--- src/rtl/fts_pkg.sv ---
// Package: widths, codes and the end-of-flow step table of the flow statistics block
`timescale 1ns / 1ps
package fts_pkg;

  localparam int TS_W   = 40;
  localparam int LEN_W  = 16;
  localparam int CNT_W  = 16;
  localparam int BYTE_W = 32;
  localparam int LSQ_W  = 48;
  localparam int OUT_TW = 40;

  localparam int MAX_PACKETS_DEF = 65535;
  localparam int TIME_BITS_DEF   = 40;

  localparam int STEP_W = 4;
  localparam logic [STEP_W-1:0] LAST_STEP = 4'd11;

  // accumulator load sources
  localparam logic [1:0] ACC_ZERO = 2'd0;
  localparam logic [1:0] ACC_Q    = 2'd1;
  localparam logic [1:0] ACC_LQ   = 2'd2;
  localparam logic [1:0] ACC_KEEP = 2'd3;

  // operand A load sources
  localparam logic [2:0] OPA_KEEP = 3'd0;
  localparam logic [2:0] OPA_G    = 3'd1;
  localparam logic [2:0] OPA_L    = 3'd2;
  localparam logic [2:0] OPA_MG   = 3'd3;
  localparam logic [2:0] OPA_ML   = 3'd4;
  localparam logic [2:0] OPA_MG2  = 3'd5;
  localparam logic [2:0] OPA_ML2  = 3'd6;
  localparam logic [2:0] OPA_ACC  = 3'd7;

  // operand B load sources
  localparam logic [2:0] OPB_ZERO = 3'd0;
  localparam logic [2:0] OPB_MG   = 3'd1;
  localparam logic [2:0] OPB_ML   = 3'd2;
  localparam logic [2:0] OPB_NM1  = 3'd3;
  localparam logic [2:0] OPB_N    = 3'd4;
  localparam logic [2:0] OPB_G    = 3'd5;
  localparam logic [2:0] OPB_L    = 3'd6;

  // serial unit operations
  localparam logic [1:0] OP_MUL  = 2'd0;
  localparam logic [1:0] OP_MSUB = 2'd1;
  localparam logic [1:0] OP_DIV  = 2'd2;
  localparam logic [1:0] OP_SQRT = 2'd3;

  // result destinations
  localparam logic [2:0] ST_NONE = 3'd0;
  localparam logic [2:0] ST_MG   = 3'd1;
  localparam logic [2:0] ST_ML   = 3'd2;
  localparam logic [2:0] ST_GDEV = 3'd3;
  localparam logic [2:0] ST_LDEV = 3'd4;

  typedef struct packed {
    logic [1:0] acc_sel;
    logic [2:0] opa_sel;
    logic [2:0] opb_sel;
    logic [1:0] op;
    logic [2:0] st;
  } fts_step_t;

  typedef struct packed {
    logic       idle;
    logic       sq_on;
    logic [1:0] sq_phase;
    logic       load;
    logic       run;
    logic       store;
    logic       emit;
    fts_step_t  step;
  } fts_cmd_t;

  typedef struct packed {
    logic last;
    logic out_free;
  } fts_stat_t;

  function automatic fts_step_t fts_step(input logic [STEP_W-1:0] s);
    fts_step_t r;
    r = '{acc_sel: ACC_ZERO, opa_sel: OPA_KEEP, opb_sel: OPB_ZERO, op: OP_MUL, st: ST_NONE};
    case (s)
      4'd0:  r = '{ACC_ZERO, OPA_G,    OPB_ZERO, OP_DIV,  ST_MG};
      4'd1:  r = '{ACC_ZERO, OPA_L,    OPB_ZERO, OP_DIV,  ST_ML};
      4'd2:  r = '{ACC_ZERO, OPA_MG,   OPB_MG,   OP_MUL,  ST_NONE};
      4'd3:  r = '{ACC_Q,    OPA_ACC,  OPB_NM1,  OP_MUL,  ST_NONE};
      4'd4:  r = '{ACC_KEEP, OPA_MG2,  OPB_G,    OP_MSUB, ST_NONE};
      4'd5:  r = '{ACC_ZERO, OPA_ACC,  OPB_ZERO, OP_DIV,  ST_NONE};
      4'd6:  r = '{ACC_ZERO, OPA_KEEP, OPB_ZERO, OP_SQRT, ST_GDEV};
      4'd7:  r = '{ACC_ZERO, OPA_ML,   OPB_ML,   OP_MUL,  ST_NONE};
      4'd8:  r = '{ACC_LQ,   OPA_ACC,  OPB_N,    OP_MUL,  ST_NONE};
      4'd9:  r = '{ACC_KEEP, OPA_ML2,  OPB_L,    OP_MSUB, ST_NONE};
      4'd10: r = '{ACC_ZERO, OPA_ACC,  OPB_ZERO, OP_DIV,  ST_NONE};
      4'd11: r = '{ACC_ZERO, OPA_KEEP, OPB_ZERO, OP_SQRT, ST_LDEV};
      default: r = '{ACC_ZERO, OPA_KEEP, OPB_ZERO, OP_MUL, ST_NONE};
    endcase
    return r;
  endfunction

endpackage

--- src/rtl/fts_ctrl.sv ---
// Controller: sequences packet accumulation and the end-of-flow arithmetic steps
`timescale 1ns / 1ps
module fts_ctrl import fts_pkg::*; #(
  parameter int TIME_BITS = TIME_BITS_DEF
) (
  input  logic      clk,
  input  logic      rst,
  input  logic      take,
  input  fts_stat_t stat,
  output fts_cmd_t  cmd
);

  localparam int SW   = 2 * TIME_BITS + 16;
  localparam int IT_W = $clog2(SW + 1);

  localparam logic [2:0] S_IDLE  = 3'd0;
  localparam logic [2:0] S_SQ    = 3'd1;
  localparam logic [2:0] S_LOAD  = 3'd2;
  localparam logic [2:0] S_RUN   = 3'd3;
  localparam logic [2:0] S_STORE = 3'd4;
  localparam logic [2:0] S_DONE  = 3'd5;

  logic [2:0]        state;
  logic [1:0]        phase;
  logic [STEP_W-1:0] step;
  logic [IT_W-1:0]   iter;
  fts_step_t         cur;

  assign cur = fts_step(step);

  always_ff @(posedge clk) begin
    if (rst) begin
      state <= S_IDLE;
      phase <= '0;
      step  <= '0;
      iter  <= '0;
    end else begin
      case (state)
        S_IDLE: begin
          if (take) begin
            state <= S_SQ;
            phase <= '0;
          end
        end
        S_SQ: begin
          phase <= phase + 2'd1;
          if (phase == 2'd3) begin
            step  <= '0;
            state <= stat.last ? S_LOAD : S_IDLE;
          end
        end
        S_LOAD: begin
          iter  <= (cur.op == OP_SQRT) ? IT_W'(SW / 2 - 1) : IT_W'(SW - 1);
          state <= S_RUN;
        end
        S_RUN: begin
          iter <= iter - 1'b1;
          if (iter == '0) state <= S_STORE;
        end
        S_STORE: begin
          if (step == LAST_STEP) begin
            state <= S_DONE;
          end else begin
            step  <= step + 1'b1;
            state <= S_LOAD;
          end
        end
        S_DONE: begin
          if (stat.out_free) state <= S_IDLE;
        end
        default: state <= S_IDLE;
      endcase
    end
  end

  always_comb begin
    cmd          = '0;
    cmd.step     = cur;
    cmd.idle     = (state == S_IDLE);
    cmd.sq_on    = (state == S_SQ);
    cmd.sq_phase = phase;
    cmd.load     = (state == S_LOAD);
    cmd.run      = (state == S_RUN);
    cmd.store    = (state == S_STORE);
    cmd.emit     = (state == S_DONE) && stat.out_free;
  end

endmodule

--- config.mk ---
export PLATFORM = sky130hd
export DESIGN_NAME = fts_ctrl
export DESIGN_NICKNAME = d
export VERILOG_FILES = /design/src/rtl/fts_pkg.sv /design/src/rtl/fts_ctrl.sv
export SDC_FILE = /design/constraint.sdc
export NUM_CORES = 1
export LEC_CHECK = 0
export BUFFER_PORTS_ARGS = -buffer_cell sky130_fd_sc_hd__buf_4
export CORE_ASPECT_RATIO = 0.75
export CORE_UTILIZATION = 59
export DETAILED_ROUTE_END_ITERATION = 12
export PLACE_DENSITY = 0.84
export SYNTH_ARGS = -nofsm -noshare
export SYNTH_HDL_FRONTEND = slang
export SYNTH_SLANG_ARGS = --single-unit
--- constraint.sdc ---
create_clock -name clk -period 4.6 [get_ports clk]
set_clock_uncertainty 0.1 [all_clocks]
set_input_delay 0.92 -clock clk [delete_from_list [all_inputs] [get_ports clk]]
set_output_delay 0.92 -clock clk [all_outputs]
set_load 0.05 [all_outputs]
==> metrics.md <==
| Metric | Value |
|---|---|
| Vias/cell | `approximately 5.9` |
| Count of state elements after synthesis | `28` |
| Placer Congestion | `between 0.8 and 0.9` |
| Post-synthesis xor/xnor area fraction | `0.0178` |
| Synth Area in Simple Gates | `0.246` |
| Root buffer cell | `clkbuf_4` |
| Drt first-iter violations | `67` |
| Commonest cells after routing, fill and taps aside | `dfxtp_1 (28), buf_4 (25), nand2_1 (19), nor2_1 (16), a21oi_1 (12)` |
| Crit Path Max Fanout | `19` |
| Nets | `roughly 200` |
| Ant diodes | `0` |
| Die area | `about 2700 um2` |
| Postcts setup bufs | `0` |
| Worst Path Arrival | `approximately 1.9 ns` |
| Async SR Flop Fraction | `0` |
| Clk buf depth | `2` |
| H-tree depth | `1` |
| CP startpoint kind | `register` |
| Routed WL | `roughly 3200 um` |
| Compound-Gate Fraction of Synth Area | `0.231` |
| Final ANT Viol Nets | `0` |
| Final core occ | `0.734` |
| Routed wire per std cell | `between 10 and 15 um` |
| EDFF count, synth | `0` |
| Post-Syn Instances | `roughly 170` |
| Crit-path slowest cell | `dfxtp_1` |
| Row count | `15` |
| P&R area growth vs syn | `15.9%` |
| First drt pass iteration count | `4` |
| Slew Limit Fails | `0` |
| Most common cell after layout, fill and taps aside | `dfxtp_1` |
| Setup Viol. Count Final | `0` |
| Peak supply drop | `around 0.23 mV` |
| First-pass GRT wire length | `approximately 5000 um` |
| Mux cell area share after synthesis | `0.0144` |
| RSZ-0062 raised after global routing | `no` |
| Sequential share of the synthesized area | `0.380` |
| Crit path time final | `just under 3 ns` |
| Critical Path Max Stage Delay | `~0.72 ns` |
| Final period utilization | `0.631` |
| Placed instance area | `between 1500 and 2000 um2` |
| Final hold vios | `0` |
| CTS tree | `yes` |
| Max Cap Viol | `0` |
| Net Count, Synth | `around 180` |
| Die Y | `45.3 um` |
| Final instance area | `1710 um2` |
| Fmax achieved | `around 340 MHz` |
| Total number of vias | `between 1,000 and 1,500` |
| Cell Pwr Density | `about 280 nW/um2` |
| Crit path kind | `register to primary output` |
| Overall Global Routing Usage | `0.255` |
| Die W | `around 60 um` |
| Final WS setup | `roughly 1.7 ns` |
| WP data required | `3.58 ns` |
| Worst Tran Pin Value | `roughly 0.58 ns` |
| Ports | `26` |
| Slew margin rel. | `0.614` |
| Worst path cell trace | `or3b_1 > clkinv_8 > buf_4` |
| Primary FF master, synth | `dfxtp_1` |
| Syn Area/Cell | `roughly 8.6 um2` |
| GRT overflow | `0` |
| Core area | `2330 um2` |
| Post-DP HPWL | `roughly 2400 um` |
| TNS Setup | `0 ns` |
| Inserted Clock Buffers | `3` |
| DRC violations left | `0` |
| CTS clock-pin slew for the worst setup and hold paths | `0.15 ns` |
| Clk sinks | `28` |
| Largest net degree at the start of global routing | `20` |
| Share of layout cells above drive strength 1 | `0.202` |
| Largest family of logic cells by synthesized area | `simple AND/OR/NAND/NOR gates` |
| Syn Std Cell Area | `about 1500 um2` |
| Hold-fix buffers, CTS | `0` |
| Number of global-route vias before repair | `1,103` |
| Count of cell types in the netlist | `50` |
| Worst-Skew Late Latency | `around 0.35 ns` |
| Post-CTS Resized | `0` |
| Starting density of the core | `0.634` |
| # port buffers | `25` |
| Hold crit path type | `register to register` |
| Yosys warns | `0` |
| Place WS | `between 1.5 and 2 ns` |
| Status | `complete, no violations` |
| Synthesized-area fraction occupied by adder cells | `0.0424` |
| Initial antenna violation count | `0` |
| Critical Path End Type | `primary output` |
| Leakage | `~0.73 nW` |
[where the power goes]
group	leakage, nW	switching (W)	internal (W)
Clock	0.0279	0.0000765	0.0000883
Combinational	0.475	0.0000361	0.0000217
Sequential	0.226	0.00000819	0.000248
Total	0.729	0.000121	0.000358
[worst max-delay path, delay by kind of cell (launching register included)]
family                 cells  cell delay, ns
buffers and inverters      2            0.32
AND/OR/NAND/NOR            1            0.50
flip-flops                 1            0.72
[synthesized netlist by cell type, drive strengths merged, types with 2 or more instances]
cell type,instances,share of area
nor2b,4,0.017
nand2b,7,0.035
o21a,3,0.015
a21oi,12,0.041
nand2,19,0.048
buf,3,0.020
a21boi,2,0.010
clkinv,2,0.014
nor2,16,0.041
nand3,5,0.017
or3,2,0.0085
dfxtp,28,0.38
a31oi,4,0.027
nor3,5,0.017
clkbuf,5,0.013
o22ai,2,0.0085
a22oi,2,0.010
xnor2,3,0.018
nor4b,2,0.016
and3b,2,0.012
o21ai,8,0.030
o211ai,3,0.015
ha,5,0.042
inv,8,0.022
a2bb2oi,2,0.016
and3,2,0.0085
a211oi,3,0.015
[routing by layer]
| layer | GRT usage | wire [um] | up-vias |
|---|---|---|---|
| li1 | - | - | 653 |
| met5 | 0 | 0 | - |
| met3 | 0.0602 | 190 | 4 |
| met2 | 0.416 | 1550 | 52 |
| met1 | 0.337 | 1480 | 625 |
| met4 | 0.0791 | 22 | 0 |
[sequential cells by signal, summed over array words and instances, names as in the netlist]
signal,count
state,3
iter,7
cur,12
step,4
phase,2
[metrics by stage]
step	hold WS (ns)	instances	power (W)
2_1_floorplan	0.362	172	0.000304
3_3_place_gp	0.386	223	0.000315
3_5_place_dp	0.407	223	0.000318
4_1_cts	0.426	227	0.000480
5_1_grt	0.442	227	0.000495
6_report	0.425	227	0.000478
[area by class of cell]
type                    count  area (um2)
clock buffers               3        22.5
clock inverters             1        30.0
inverters                  10        52.6
fillers                   199         618
flip-flops and latches     28         561
multi-input cells         126         813
well taps                  34        42.5
repair buffers             25         188
[cells by family after synthesis]
family | count (synthesis)
AO/OA/AOI/OAI | 48
XOR/XNOR | 3
adder cells (fa/ha/maj) | 5
buffers and inverters | 18
flip-flops | 28
multiplexers | 2
AND/OR/NAND/NOR | 68
[path summary, 6_finish.rpt]
| path | start | to | slack (ns) | depth (start not counted) |
|---|---|---|---|---|
| worst max-delay path | state[0] | cmd[14] | 1.70 | 3 |
| worst min-delay path | iter[3] | iter[3] | 0.43 | 1 |
| worst max register to register | state[0] | cur[4] | 1.89 | 8 |
| worst min register to register | iter[3] | iter[3] | 0.43 | 1 |
(Power assumes the default switching activity.)
